File: config.mk
export PLATFORM = sky130hd
export DESIGN_NAME = fan_mode_and_temperature_curve_core
export DESIGN_NICKNAME = d
export VERILOG_FILES = /design/src/rtl/core/fmtc_pkg.sv /design/src/rtl/core/fmtc_cfg.sv /design/src/rtl/core/fmtc_curve.sv /design/src/rtl/core/fan_mode_and_temperature_curve_core.sv
export SDC_FILE = /design/constraint.sdc
export NUM_CORES = 1
export LEC_CHECK = 0
export BUFFER_PORTS_ARGS = -buffer_cell sky130_fd_sc_hd__buf_2
export CORE_ASPECT_RATIO = 1.4
export CORE_MARGIN = 1
export CORE_UTILIZATION = 55
export DETAILED_ROUTE_END_ITERATION = 10
export GPL_ROUTABILITY_DRIVEN = 0
export PLACE_DENSITY = 0.85
export SYNTH_ARGS = -nofsm -noshare
export SYNTH_HDL_FRONTEND = slang
export SYNTH_SLANG_ARGS = --single-unit
File: constraint.sdc
create_clock -name clk -period 6.95 [get_ports clk]
set_input_delay 0.695 -clock clk [delete_from_list [all_inputs] [get_ports clk]]
set_output_delay 0.695 -clock clk [all_outputs]
set_load 0.03 [all_outputs]
File: src/rtl/core/fmtc_pkg.sv
// fan mode and temperature curve: shared types, constants and register indexes
// no dependencies; used by every module of the core

package fmtc_pkg;

	localparam int TEMP_W = 12;
	localparam int PCT_W  = 7;
	localparam int MODE_W = 2;
	localparam int IDX_W  = 4;
	localparam int NUM_BP = 4;

	// run mode codes
	localparam logic [MODE_W-1:0] MODE_OFF    = 2'd0;
	localparam logic [MODE_W-1:0] MODE_MANUAL = 2'd1;
	localparam logic [MODE_W-1:0] MODE_AUTO   = 2'd2;

	// register indexes: breakpoint temperatures first, then breakpoint percents
	localparam logic [IDX_W-1:0] REG_FIRST_TEMP = 4'd0;
	localparam logic [IDX_W-1:0] REG_FIRST_PCT  = 4'd4;
	localparam logic [IDX_W-1:0] REG_COUNT      = 4'd8;

	localparam logic [PCT_W-1:0] PCT_MAX      = 7'd100;
	localparam logic [PCT_W-1:0] DEADBAND     = 7'd3;
	localparam logic [PCT_W-1:0] BOOT_PERCENT = 7'd0;

	localparam logic [NUM_BP-1:0][TEMP_W-1:0] BP_TEMP_RST =
		{12'd330, 12'd300, 12'd270, 12'd240};
	localparam logic [NUM_BP-1:0][PCT_W-1:0] BP_PCT_RST =
		{7'd100, 7'd70, 7'd40, 7'd20};

	typedef struct packed {
		logic [NUM_BP-1:0][TEMP_W-1:0] bp_temp;
		logic [NUM_BP-1:0][PCT_W-1:0]  bp_pct;
	} cfg_t;

endpackage

File: src/rtl/core/fmtc_cfg.sv
// configuration registers: four breakpoint temperatures and four breakpoint percents
// depends on fmtc_pkg

module fmtc_cfg (
	input  logic                             clk,
	input  logic                             arst_n,
	input  logic                             cfg_we,
	input  logic [fmtc_pkg::IDX_W-1:0]       cfg_index,
	input  logic [fmtc_pkg::TEMP_W-1:0]      cfg_data,
	output fmtc_pkg::cfg_t                   cfg
);

	fmtc_pkg::cfg_t cfg_q;

	always_ff @(posedge clk or negedge arst_n) begin
		if (!arst_n) begin
			cfg_q.bp_temp <= fmtc_pkg::BP_TEMP_RST;
			cfg_q.bp_pct  <= fmtc_pkg::BP_PCT_RST;
		end else if (cfg_we) begin
			if (cfg_index < fmtc_pkg::REG_FIRST_PCT) begin
				cfg_q.bp_temp[cfg_index[1:0]] <= cfg_data;
			end else if (cfg_index < fmtc_pkg::REG_COUNT) begin
				cfg_q.bp_pct[cfg_index[1:0]] <= cfg_data[fmtc_pkg::PCT_W-1:0];
			end
		end
	end

	assign cfg = cfg_q;

endmodule

File: src/rtl/core/fmtc_curve.sv
// piecewise-linear curve evaluation with one shared multiplier and a serial
// restoring divider under a small sequencer; depends on fmtc_pkg

module fmtc_curve (
	input  logic                              clk,
	input  logic                              arst_n,
	input  logic                              start,
	input  logic [fmtc_pkg::TEMP_W-1:0]       temp,
	input  fmtc_pkg::cfg_t                    cfg,
	output logic                              done,
	output logic [fmtc_pkg::PCT_W-1:0]        pct
);

	localparam int SPAN_W = fmtc_pkg::TEMP_W;        // span, dt: 1..4095; rest: 0..4094
	localparam int PROD_W = fmtc_pkg::PCT_W + SPAN_W;
	localparam int REM_W  = PROD_W + 2;

	typedef enum logic [5:0] {
		C_IDLE  = 6'b000001,
		C_SETUP = 6'b000010,
		C_MUL_A = 6'b000100,
		C_MUL_B = 6'b001000,
		C_DIV   = 6'b010000,
		C_DONE  = 6'b100000
	} crv_state_t;

	crv_state_t                        state_q;
	logic [fmtc_pkg::TEMP_W-1:0]       t_q;
	logic [1:0]                        seg_q;
	logic [SPAN_W-1:0]                 span_q;
	logic [SPAN_W-1:0]                 dt_q;
	logic [SPAN_W-1:0]                 rest_q;
	logic [fmtc_pkg::PCT_W-1:0]        pl_q;
	logic [fmtc_pkg::PCT_W-1:0]        ph_q;
	logic [PROD_W-1:0]                 acc_q;
	logic [REM_W-1:0]                  rem_q;
	logic [2:0]                        k_q;
	logic [fmtc_pkg::PCT_W-2:0]        quo_q;
	logic [fmtc_pkg::PCT_W-1:0]        res_q;

	logic signed [fmtc_pkg::TEMP_W-1:0] t_s;
	logic                               le0, le1, le2, le3;
	logic                               above;
	logic signed [SPAN_W:0]             tl_s, th_s, tq_s;
	logic signed [SPAN_W:0]             span_s, dt_s, rest_s;
	logic [fmtc_pkg::PCT_W-1:0]         mul_a;
	logic [SPAN_W-1:0]                  mul_b;
	logic [PROD_W-1:0]                  prod;
	logic [REM_W-1:0]                   num_sum;
	logic [REM_W-1:0]                   divisor;
	logic [REM_W:0]                     trial;
	logic                               qbit;
	logic [fmtc_pkg::PCT_W-1:0]         quo_nx;

	function automatic logic [fmtc_pkg::PCT_W-1:0] sat_pct(
		input logic [fmtc_pkg::PCT_W-1:0] p);
		sat_pct = (p > fmtc_pkg::PCT_MAX) ? fmtc_pkg::PCT_MAX : p;
	endfunction

	// breakpoint compares against the incoming sample
	assign t_s = $signed(temp);
	assign le0 = t_s <= $signed(cfg.bp_temp[0]);
	assign le1 = t_s <= $signed(cfg.bp_temp[1]);
	assign le2 = t_s <= $signed(cfg.bp_temp[2]);
	assign le3 = t_s <= $signed(cfg.bp_temp[3]);
	// above every upper breakpoint, also when they are unordered
	assign above = !(le1 || le2 || le3);

	// segment end points, widened by one bit for the differences
	assign tl_s   = {cfg.bp_temp[seg_q][fmtc_pkg::TEMP_W-1], cfg.bp_temp[seg_q]};
	assign th_s   = {cfg.bp_temp[seg_q + 2'd1][fmtc_pkg::TEMP_W-1],
		cfg.bp_temp[seg_q + 2'd1]};
	assign tq_s   = {t_q[fmtc_pkg::TEMP_W-1], t_q};
	assign span_s = th_s - tl_s;
	assign dt_s   = tq_s - tl_s;
	assign rest_s = th_s - tq_s;

	// shared multiplier: pl * (th - t), then ph * (t - tl)
	assign mul_a   = (state_q == C_MUL_A) ? pl_q : ph_q;
	assign mul_b   = (state_q == C_MUL_A) ? rest_q : dt_q;
	assign prod    = PROD_W'(mul_a) * PROD_W'(mul_b);
	assign num_sum = ((REM_W'(acc_q) + REM_W'(prod)) << 1) + REM_W'(span_q);

	// restoring divide by 2*span, one quotient bit per cycle
	assign divisor = REM_W'({span_q, 1'b0}) << k_q;
	assign trial   = {1'b0, rem_q} - {1'b0, divisor};
	assign qbit    = !trial[REM_W];
	assign quo_nx  = {quo_q, qbit};

	always_ff @(posedge clk or negedge arst_n) begin
		if (!arst_n) begin
			state_q <= C_IDLE;
		end else begin
			unique case (state_q)
				C_IDLE: begin
					if (start) begin
						if (le0 || above) begin
							state_q <= C_DONE;
						end else begin
							state_q <= C_SETUP;
						end
					end
				end
				C_SETUP: begin
					if (span_s <= 0) begin
						state_q <= C_DONE;
					end else begin
						state_q <= C_MUL_A;
					end
				end
				C_MUL_A: state_q <= C_MUL_B;
				C_MUL_B: state_q <= C_DIV;
				C_DIV: begin
					if (k_q == 3'd0) begin
						state_q <= C_DONE;
					end
				end
				C_DONE:  state_q <= C_IDLE;
				default: state_q <= C_IDLE;
			endcase
		end
	end

	always_ff @(posedge clk) begin
		unique case (state_q)
			C_IDLE: begin
				t_q <= temp;
				if (le0) begin
					res_q <= sat_pct(cfg.bp_pct[0]);
				end else if (above) begin
					res_q <= sat_pct(cfg.bp_pct[3]);
				end
				priority if (le1) seg_q <= 2'd0;
				else if (le2)     seg_q <= 2'd1;
				else              seg_q <= 2'd2;
			end
			C_SETUP: begin
				span_q <= span_s[SPAN_W-1:0];
				dt_q   <= dt_s[SPAN_W-1:0];
				rest_q <= rest_s[SPAN_W-1:0];
				pl_q   <= cfg.bp_pct[seg_q];
				ph_q   <= cfg.bp_pct[seg_q + 2'd1];
				// degenerate segment takes the upper percent
				res_q  <= sat_pct(cfg.bp_pct[seg_q + 2'd1]);
			end
			C_MUL_A: begin
				acc_q <= prod;
			end
			C_MUL_B: begin
				// 2*num + span, so the quotient comes out rounded half up
				rem_q <= num_sum;
				k_q   <= 3'd6;
				quo_q <= '0;
			end
			C_DIV: begin
				if (qbit) begin
					rem_q <= trial[REM_W-1:0];
				end
				quo_q <= quo_nx[fmtc_pkg::PCT_W-2:0];
				k_q   <= k_q - 3'd1;
				if (k_q == 3'd0) begin
					res_q <= sat_pct(quo_nx);
				end
			end
			C_DONE: begin
			end
			default: begin
			end
		endcase
	end

	assign done = (state_q == C_DONE);
	assign pct  = res_q;

endmodule

File: src/rtl/core/fan_mode_and_temperature_curve_core.sv
// fan mode and temperature curve core: top level with handshakes, mode state and result register
// depends on fmtc_pkg, fmtc_cfg and fmtc_curve

// One transaction carries button presses and an optional temperature sample and
// yields one result transaction. A transaction whose valid sample falls inside a
// curve segment runs through the curve unit (breakpoint select, two passes of a
// shared 7x12 multiplier, a seven-step serial divider) before its result is
// registered. A valid sample at or below the idle breakpoint or above the upper
// breakpoints skips the segment arithmetic, and a transaction without a valid
// sample bypasses the curve unit. A result that is not taken holds the next
// result back. The block computes one transaction at a time: in_ready is high
// only while no transaction is being computed or waiting for the output register,
// and a result waits in the output register until taken while the next
// transaction may already be accepted. Configuration writes take effect at the
// next clock edge and should happen only while the block is idle.

module fan_mode_and_temperature_curve_core (
	input  logic                              clk,
	input  logic                              arst_n,
	input  logic                              cfg_we,
	input  logic [fmtc_pkg::IDX_W-1:0]        cfg_index,
	input  logic [fmtc_pkg::TEMP_W-1:0]       cfg_data,
	input  logic                              in_valid,
	output logic                              in_ready,
	input  logic                              press_mode,
	input  logic                              press_up,
	input  logic                              press_down,
	input  logic                              sample_present,
	input  logic                              sample_valid,
	input  logic signed [fmtc_pkg::TEMP_W-1:0] temperature,
	output logic                              out_valid,
	input  logic                              out_ready,
	output logic [fmtc_pkg::PCT_W-1:0]        fan_percent,
	output logic [fmtc_pkg::MODE_W-1:0]       run_mode,
	output logic [fmtc_pkg::PCT_W-1:0]        manual_level,
	output logic [fmtc_pkg::PCT_W-1:0]        auto_level
);

	typedef enum logic [2:0] {
		T_IDLE = 3'b001,
		T_CALC = 3'b010,
		T_OUT  = 3'b100
	} top_state_t;

	top_state_t                     state_q;
	logic [fmtc_pkg::MODE_W-1:0]    mode_q;
	logic [fmtc_pkg::PCT_W-1:0]     manual_q;
	logic [fmtc_pkg::PCT_W-1:0]     auto_q;
	logic                           out_valid_q;
	logic [fmtc_pkg::PCT_W-1:0]     fan_q;
	logic [fmtc_pkg::MODE_W-1:0]    run_mode_q;
	logic [fmtc_pkg::PCT_W-1:0]     manual_out_q;
	logic [fmtc_pkg::PCT_W-1:0]     auto_out_q;

	fmtc_pkg::cfg_t                 cfg;
	logic                           accept;
	logic                           crv_start;
	logic                           crv_done;
	logic [fmtc_pkg::PCT_W-1:0]     crv_pct;
	logic [fmtc_pkg::MODE_W-1:0]    mode_cyc;
	logic [fmtc_pkg::MODE_W-1:0]    mode_nx;
	logic [fmtc_pkg::PCT_W-1:0]     man_up;
	logic [fmtc_pkg::PCT_W-1:0]     man_nx;
	logic                           out_load;
	logic [fmtc_pkg::PCT_W-1:0]     fan_nx;
	logic [fmtc_pkg::PCT_W:0]       crv_db;
	logic [fmtc_pkg::PCT_W:0]       auto_db;
	logic                           db_pass;

	fmtc_cfg u_cfg (
		.clk       (clk),
		.arst_n    (arst_n),
		.cfg_we    (cfg_we),
		.cfg_index (cfg_index),
		.cfg_data  (cfg_data),
		.cfg       (cfg)
	);

	fmtc_curve u_curve (
		.clk    (clk),
		.arst_n (arst_n),
		.start  (crv_start),
		.temp   (temperature),
		.cfg    (cfg),
		.done   (crv_done),
		.pct    (crv_pct)
	);

	assign in_ready  = (state_q == T_IDLE);
	assign accept    = in_valid && in_ready;
	assign crv_start = accept && sample_present && sample_valid;

	// mode press cycles off, manual, auto; up or down then forces manual
	always_comb begin
		mode_cyc = mode_q;
		if (press_mode) begin
			priority if (mode_q == fmtc_pkg::MODE_OFF) mode_cyc = fmtc_pkg::MODE_MANUAL;
			else if (mode_q == fmtc_pkg::MODE_MANUAL)  mode_cyc = fmtc_pkg::MODE_AUTO;
			else                                       mode_cyc = fmtc_pkg::MODE_OFF;
		end
		mode_nx = (press_up || press_down) ? fmtc_pkg::MODE_MANUAL : mode_cyc;
	end

	always_comb begin
		man_up = manual_q;
		if (press_up && manual_q < fmtc_pkg::PCT_MAX) begin
			man_up = manual_q + 7'd1;
		end
		man_nx = man_up;
		if (press_down && man_up != '0) begin
			man_nx = man_up - 7'd1;
		end
	end

	// deadband: take the new value only when it moved by at least DEADBAND
	assign crv_db  = {1'b0, crv_pct} + {1'b0, fmtc_pkg::DEADBAND};
	assign auto_db = {1'b0, auto_q} + {1'b0, fmtc_pkg::DEADBAND};
	assign db_pass = ({1'b0, auto_q} >= crv_db) || ({1'b0, crv_pct} >= auto_db);

	always_comb begin
		unique case (mode_q)
			fmtc_pkg::MODE_MANUAL: fan_nx = manual_q;
			fmtc_pkg::MODE_AUTO:   fan_nx = auto_q;
			default:               fan_nx = '0;
		endcase
	end

	assign out_load = (state_q == T_OUT) && (!out_valid_q || out_ready);

	always_ff @(posedge clk or negedge arst_n) begin
		if (!arst_n) begin
			state_q     <= T_IDLE;
			mode_q      <= fmtc_pkg::MODE_OFF;
			manual_q    <= fmtc_pkg::BOOT_PERCENT;
			auto_q      <= fmtc_pkg::BOOT_PERCENT;
			out_valid_q <= 1'b0;
		end else begin
			unique case (state_q)
				T_IDLE: begin
					if (accept) begin
						mode_q   <= mode_nx;
						manual_q <= man_nx;
						if (sample_present && !sample_valid) begin
							auto_q <= '0;
						end
						state_q <= crv_start ? T_CALC : T_OUT;
					end
				end
				T_CALC: begin
					if (crv_done) begin
						if (db_pass) begin
							auto_q <= crv_pct;
						end
						state_q <= T_OUT;
					end
				end
				T_OUT: begin
					if (out_load) begin
						state_q <= T_IDLE;
					end
				end
				default: state_q <= T_IDLE;
			endcase

			if (out_load) begin
				out_valid_q <= 1'b1;
			end else if (out_ready) begin
				out_valid_q <= 1'b0;
			end
		end
	end

	// result register, loaded when the previous transaction has left
	always_ff @(posedge clk) begin
		if (out_load) begin
			fan_q        <= fan_nx;
			run_mode_q   <= mode_q;
			manual_out_q <= manual_q;
			auto_out_q   <= auto_q;
		end
	end

	assign out_valid    = out_valid_q;
	assign fan_percent  = fan_q;
	assign run_mode     = run_mode_q;
	assign manual_level = manual_out_q;
	assign auto_level   = auto_out_q;

endmodule

==> run metrics, run 1 <==
placed insts 2520; R2R depth 30; Fillers 2357; most frequent cells in the layout inv_1, ha_1, nor2_1, buf_4, edfxtp_1; Reg power frac 25.0%; Yosys reg bits 244; Hold WS 0.0508 ns; Slew Viols, Final 0; crit-path most repeated cell fa_1; Switching Fraction 43.1%; cell internal pwr 0.00531 W; PwrDens 404 nW/um^2; Net Switching 0.00402 W; fraction of registers with async set/reset 41.8%; core area 34900 sq um; drt total wl 55600 microns; status finished, violations left; Final Cycle Share 108%; Initial Utilization 55.7%; Slowest-stage cell, CP fa_1; Post-synth EDFFs 142; Crit Path Max Fanout 5; RR Endpoint u_curve.rem_q[19]; first-pass GRT wire length 82400 microns; Clk pin slew, worst setup/hold paths 0.07 ns; peak supply drop 0.346 mV; crit path DAT 7.81 ns; Die Width 161 microns; gr usage total 28.4%; Final Non-Filler Cells 2608; HP Class in -> async; Max Freq 133 MHz; setup ws final -0.554 ns; max_slew headroom 26.2%; Area after DPL 21300 sq um; Wirelength per Cell 21.3 microns; vias in the first global route 17000; failing checks negative setup slack; routed vias 16800; initial antenna violation count 0; Critical Path RT 7.25 ns; Die Ht 224 microns; DRT antenna net count 0; Inserted Diodes 0; Tmin final 7.50 ns; leading register cell type out of synthesis edfxtp_1; critical path startpoint category register; Pre-Repair DR Iteration Count 8; critical path capture point type register; slack of the worst reg-to-reg path -0.55 ns; CP max stage delay 0.59 ns; Distinct cells, synth 83; Setup CP Type reg -> reg; Num CTS Buffers 25; syn nets 2197; final setup fails 10; Final Instance Area 23100 sq um; port bufs 62; total design power 0.00933 W; reg2reg start u_curve.state_q[0]; placement row count 81; Max-cap violations 0; Combinational Power Share 59.5%; num ports 63; Cells after Synth 1913; syn_area_per_cell 10.2 sq um; DP HPWL 36200 microns; Clock Tree Root clkbuf_16; Clock Sinks 244; share of cells above drive strength 1 25.5%; Worst Max-Slew Pin Slew 1.11 ns; H-tree lvl count 1; area occupied by multi-input gates 12300 sq um; Reg area 6850 sq um; CTS tree yes; Setup Skew 0.0142 ns; synth warn 0; die area 36100 sq um; Avg Vias per Cell 6.42; drt initial violations 1421; commonest non-fill, non-tap cell in the layout inv_1; remaining global-route overflow 0; mapped cell area 19400 sq um; final hold vios 0; Clock Latency Late Sink 0.56 ns; Clock Power Share 15.4%; DRC Markers 0; largest net degree at the start of global routing 77; RSZ-0062 raised after global routing true; nets 2417; leak pwr 10.2 nW; sequential element share of the synthesized area 35.3%; Util after Layout 66.3%; clk buf depth 3; Area Growth Syn to Fin 19.0%
-- kinds of logic (layout without fill, tap and decap cells) --
kind of cell / Yosys count / in the layout / synth area share (%)
simple gates: 560 / 560 / 13.8
compound gates: 381 / 381 / 13.3
fa+ha+maj: 246 / 246 / 17.9
flops: 244 / 244 / 35.3
buf+inv: 235 / 474 / 4.64
mux: 151 / 151 / 10.7
xor+xnor: 96 / 96 / 4.33
-- registers in the layout, indices dropped and copies added, names as in the netlist, 3 cells and up --
name and count:
auto_level 7, auto_q 7, fan_percent 7, manual_level 7, manual_q 7, state_q 3, u_cfg.cfg 76, u_curve.acc_q 19
u_curve.dt_q 12, u_curve.k_q 3, u_curve.pct 7, u_curve.ph_q 7, u_curve.pl_q 7, u_curve.quo_q 6, u_curve.rem_q 20, u_curve.rest_q 12
u_curve.span_q 12, u_curve.state_q 6, u_curve.t_q 12
-- worst max-delay path by stage --
stage / start / cells after the start / to / slack, ns
6_report: u_curve.state_q[0] / 30 / u_curve.rem_q[19] / -0.55
5_1_grt: u_curve.state_q[0] / 30 / u_curve.rem_q[19] / -0.84
4_1_cts: u_curve.state_q[0] / 29 / u_curve.rem_q[19] / -0.19
3_5_place_dp: u_curve.state_q[0] / 28 / u_curve.rem_q[19] / -0.34
3_3_place_gp: u_curve.state_q[0] / 26 / u_curve.rem_q[19] / -0.09
2_1_floorplan: u_curve.state_q[1] / 28 / u_curve.rem_q[19] / 0.02
-- layer usage --
metal | vias to the layer above | GRT usage (%) | wire [microns]
li1 | 7341 | - | -
met1 | 8050 | 29.1 | 18400
met2 | 982 | 54.0 | 29100
met3 | 380 | 3.96 | 3720
met4 | 0 | 17.5 | 4410
met5 | - | 0 | 0
-- cells in the mapped netlist, drive strengths merged, types with 11 or more instances --
cell type,instances,area (sq um)
or2,15,93.8
nor2,173,649
fa,54,1080
xnor2,61,534
dfrtp,74,1850
nand2,144,541
inv,184,691
a21o,34,255
nand4,13,81.3
o21a,22,165
o21ai,97,485
and2,14,87.6
nor2b,41,257
edfxtp,142,4260
dfstp,28,736
clkbuf,39,149
a22oi,13,97.6
mux4,38,856
nand2b,23,144
mux2i,44,440
a21boi,16,120
nand3,51,255
nor3,28,140
o31ai,11,115
a21oi,81,405
xor2,35,307
ha,192,2400
buf,11,57.6
a211oi,17,128
mux2,69,777
-- cell type report --
class | count | area share, %
Clock buffer | 35 | 3.33
Clock inverter | 11 | 0.401
Inverter | 185 | 3.00
Multi-Input combinational cell | 1434 | 53.4
Sequential cell | 244 | 29.6
Tap cell | 456 | 2.47
Timing Repair Buffer | 243 | 7.74
-- power groups by stage --
stage          Combinational (W)  Sequential, W  Clock (W)
2_1_floorplan            0.00341        0.00224          0
3_3_place_gp             0.00455        0.00232          0
3_5_place_dp             0.00478        0.00234          0
4_1_cts                  0.00500        0.00232    0.00143
5_1_grt                  0.00594        0.00236    0.00149
6_report                 0.00555        0.00234    0.00144
-- critical path: cells and delay by family (launching register included) --
kind                     cells  cell delay [ns]
adder cells (fa/ha/maj)      6             2.74
XOR/XNOR                     2             0.50
buffers and inverters        7             0.96
multiplexers                 1             0.26
AO/OA/AOI/OAI                6             1.10
AND/OR/NAND/NOR              8             1.13
flip-flops                   1             0.56
-- repair_timing --
item,4_1_cts,5_1_grt
gates cloned,2,1
gates resized for setup,37,94
pin swaps,37,75
setup buffers,22,20
hold buffers,0,0
setup endpoints to repair,9,12
-- metrics by stage --
| stage | TNS (ns) | setup slack (ns) |
|---|---|---|
| after floorplan | 0 | 0.0161 |
| after global placement | -0.209 | -0.0893 |
| after detailed placement | -1.93 | -0.337 |
| after CTS | -0.535 | -0.193 |
| after global routing | -5.20 | -0.836 |
| final | -2.92 | -0.554 |
Power figures use the tool's default switching activity.
==> run 2: changes to the inputs <==
--- a/config.mk
+++ b/config.mk
@@ -5,7 +5,7 @@
 export SDC_FILE = /design/constraint.sdc
 export NUM_CORES = 1
 export LEC_CHECK = 0
-export BUFFER_PORTS_ARGS = -buffer_cell sky130_fd_sc_hd__buf_2
+export BUFFER_PORTS_ARGS = -buffer_cell sky130_fd_sc_hd__buf_4
 export CORE_ASPECT_RATIO = 1.4
 export CORE_MARGIN = 1
 export CORE_UTILIZATION = 55
==> constraint.sdc (replaced) <==
create_clock -name clk -period 6.74 [get_ports clk]
set_input_delay 0.674 -clock clk [delete_from_list [all_inputs] [get_ports clk]]
set_output_delay 0.674 -clock clk [all_outputs]
set_load 0.03 [all_outputs]
==> run metrics, run 2 (synthesis results as in run 1) <==
clk buf depth 3; critical path startpoint category register; Clk pin slew, worst setup/hold paths 0.06 ns; CTS tree yes; Setup Skew 0.0135 ns; H-tree lvl count 1; DRT antenna net count 0; most frequent cells in the layout buf_4, inv_1, ha_1; Clock Tree Root clkbuf_16; Num CTS Buffers 25; total design power 0.00923 W; first-pass GRT wire length 81400 microns; die area 36100 sq um; Slew Viols, Final 0; commonest non-fill, non-tap cell in the layout buf_4; largest net degree at the start of global routing 80; core area 34900 sq um; initial antenna violation count 0; placement row count 81; Largest register FFs 76; peak supply drop 0.277 mV; gr usage total 28.0%; Slowest-stage cell, CP dfstp_2; Max Freq 143 MHz; Avg Vias per Cell 6.17; Die Ht 224 microns; Critical Path RT 7.04 ns; routed vias 16000; setup ws final -0.255 ns; status finished, violations left; Initial Utilization 55.7%; Area Growth Syn to Fin 18.2%; final setup fails 9; Inserted Diodes 0; Tmin final 7.00 ns; nets 2402; Pre-Repair DR Iteration Count 5; final hold vios 0; failing checks negative setup slack; num ports 63; drt total wl 50100 microns; max_slew headroom 16.8%; Wirelength per Cell 19.3 microns; drt initial violations 942; Worst Max-Slew Pin Slew 1.25 ns; Die Width 161 microns; Hold WS 0.0173 ns; crit path DAT 7.29 ns; CP max stage delay 0.56 ns; port bufs 62; worst slack, placed -0.436 ns; Crit Path Max Fanout 6; HP Class in -> async; Fillers 2498; PwrDens 402 nW/um^2; Clock Latency Late Sink 0.56 ns; DP HPWL 37100 microns; Clock Sinks 244; leak pwr 10.1 nW; Final Cycle Share 104%; Setup CP Type reg -> reg; DRC Markers 0; RSZ-0062 raised after global routing true; Max-cap violations 0; crit-path most repeated cell fa_1; share of cells above drive strength 1 24.0%; critical path capture point type register; remaining global-route overflow 0; vias in the first global route 16600
## run 2: repair_timing
action / 4_1_cts / 5_1_grt
hold buffers: 0 / 0
pin swaps: 19 / 18
gates cloned: 2 / 0
hold endpoints to repair: 0 / 0
gates resized for setup: 36 / 32
setup endpoints to repair: 11 / 12
buffers inserted: 13 / 4
## run 2: path summary, 6_finish.rpt
path	start	to	slack, ns	cells past startpoint
setup / recovery	u_curve.state_q[0]	u_curve.rem_q[20]	-0.26	29
hold / removal	arst_n	u_curve.state_q[4]	0.02	1
setup reg to reg	u_curve.state_q[0]	u_curve.rem_q[20]	-0.26	29
hold reg to reg	mode_q[1]	run_mode[1]	0.50	0
max in group asynchronous	arst_n	u_cfg.cfg[49]	5.41	2
min in group clk	temperature[0]	u_curve.t_q[0]	0.31	1
## run 2: critical path: cells and delay by family (launching register included)
kind | cells | cell delay, ns
XOR/XNOR | 2 | 0.45
AND/OR/NAND/NOR | 6 | 0.84
adder cells (fa/ha/maj) | 6 | 2.53
flip-flops | 1 | 0.56
multiplexers | 2 | 0.39
AO/OA/AOI/OAI | 7 | 1.26
buffers and inverters | 6 | 0.70
## run 2: per-layer routing
metal	up-vias	wire length (microns)	global-route usage, %
met4	0	3000	16.4
met3	221	2590	3.87
met5	-	0	0
li1	7295	-	-
met2	645	27000	53.2
met1	7848	17500	29.1
## run 2: area by class of cell
cell class / instances / area, sq um / share of cell area (%)
repair buffers: 228 / 1790 / 7.79
well taps: 456 / 571 / 2.49
multi-input cells: 1434 / 12200 / 53.2
flip-flops and latches: 244 / 6850 / 29.9
inverters: 185 / 698 / 3.04
clock buffers: 30 / 654 / 2.85
clock inverters: 16 / 170 / 0.741
## run 2: per-stage QoR
| stage | setup TNS [ns] | util, % | instance area, sq um | instances |
|---|---|---|---|---|
| 6_report | -1.51 | 65.8 | 23000 | 2593 |
| 5_1_grt | -4.90 | 65.8 | 23000 | 2593 |
| 2_1_floorplan | -0.621 | - | 19700 | 1913 |
| 3_3_place_gp | -1.12 | 62.1 | 21700 | 2529 |
| 3_5_place_dp | -2.69 | 62.1 | 21700 | 2529 |
| 4_1_cts | -0.850 | 65.3 | 22800 | 2589 |
## run 2: report_power, final
group / switching, W / internal, W / total [W]
Combinational: 0.00296 / 0.00243 / 0.00539
Clock: 0.000614 / 0.000811 / 0.00143
Sequential: 0.000315 / 0.00210 / 0.00241
Total: 0.00389 / 0.00534 / 0.00923
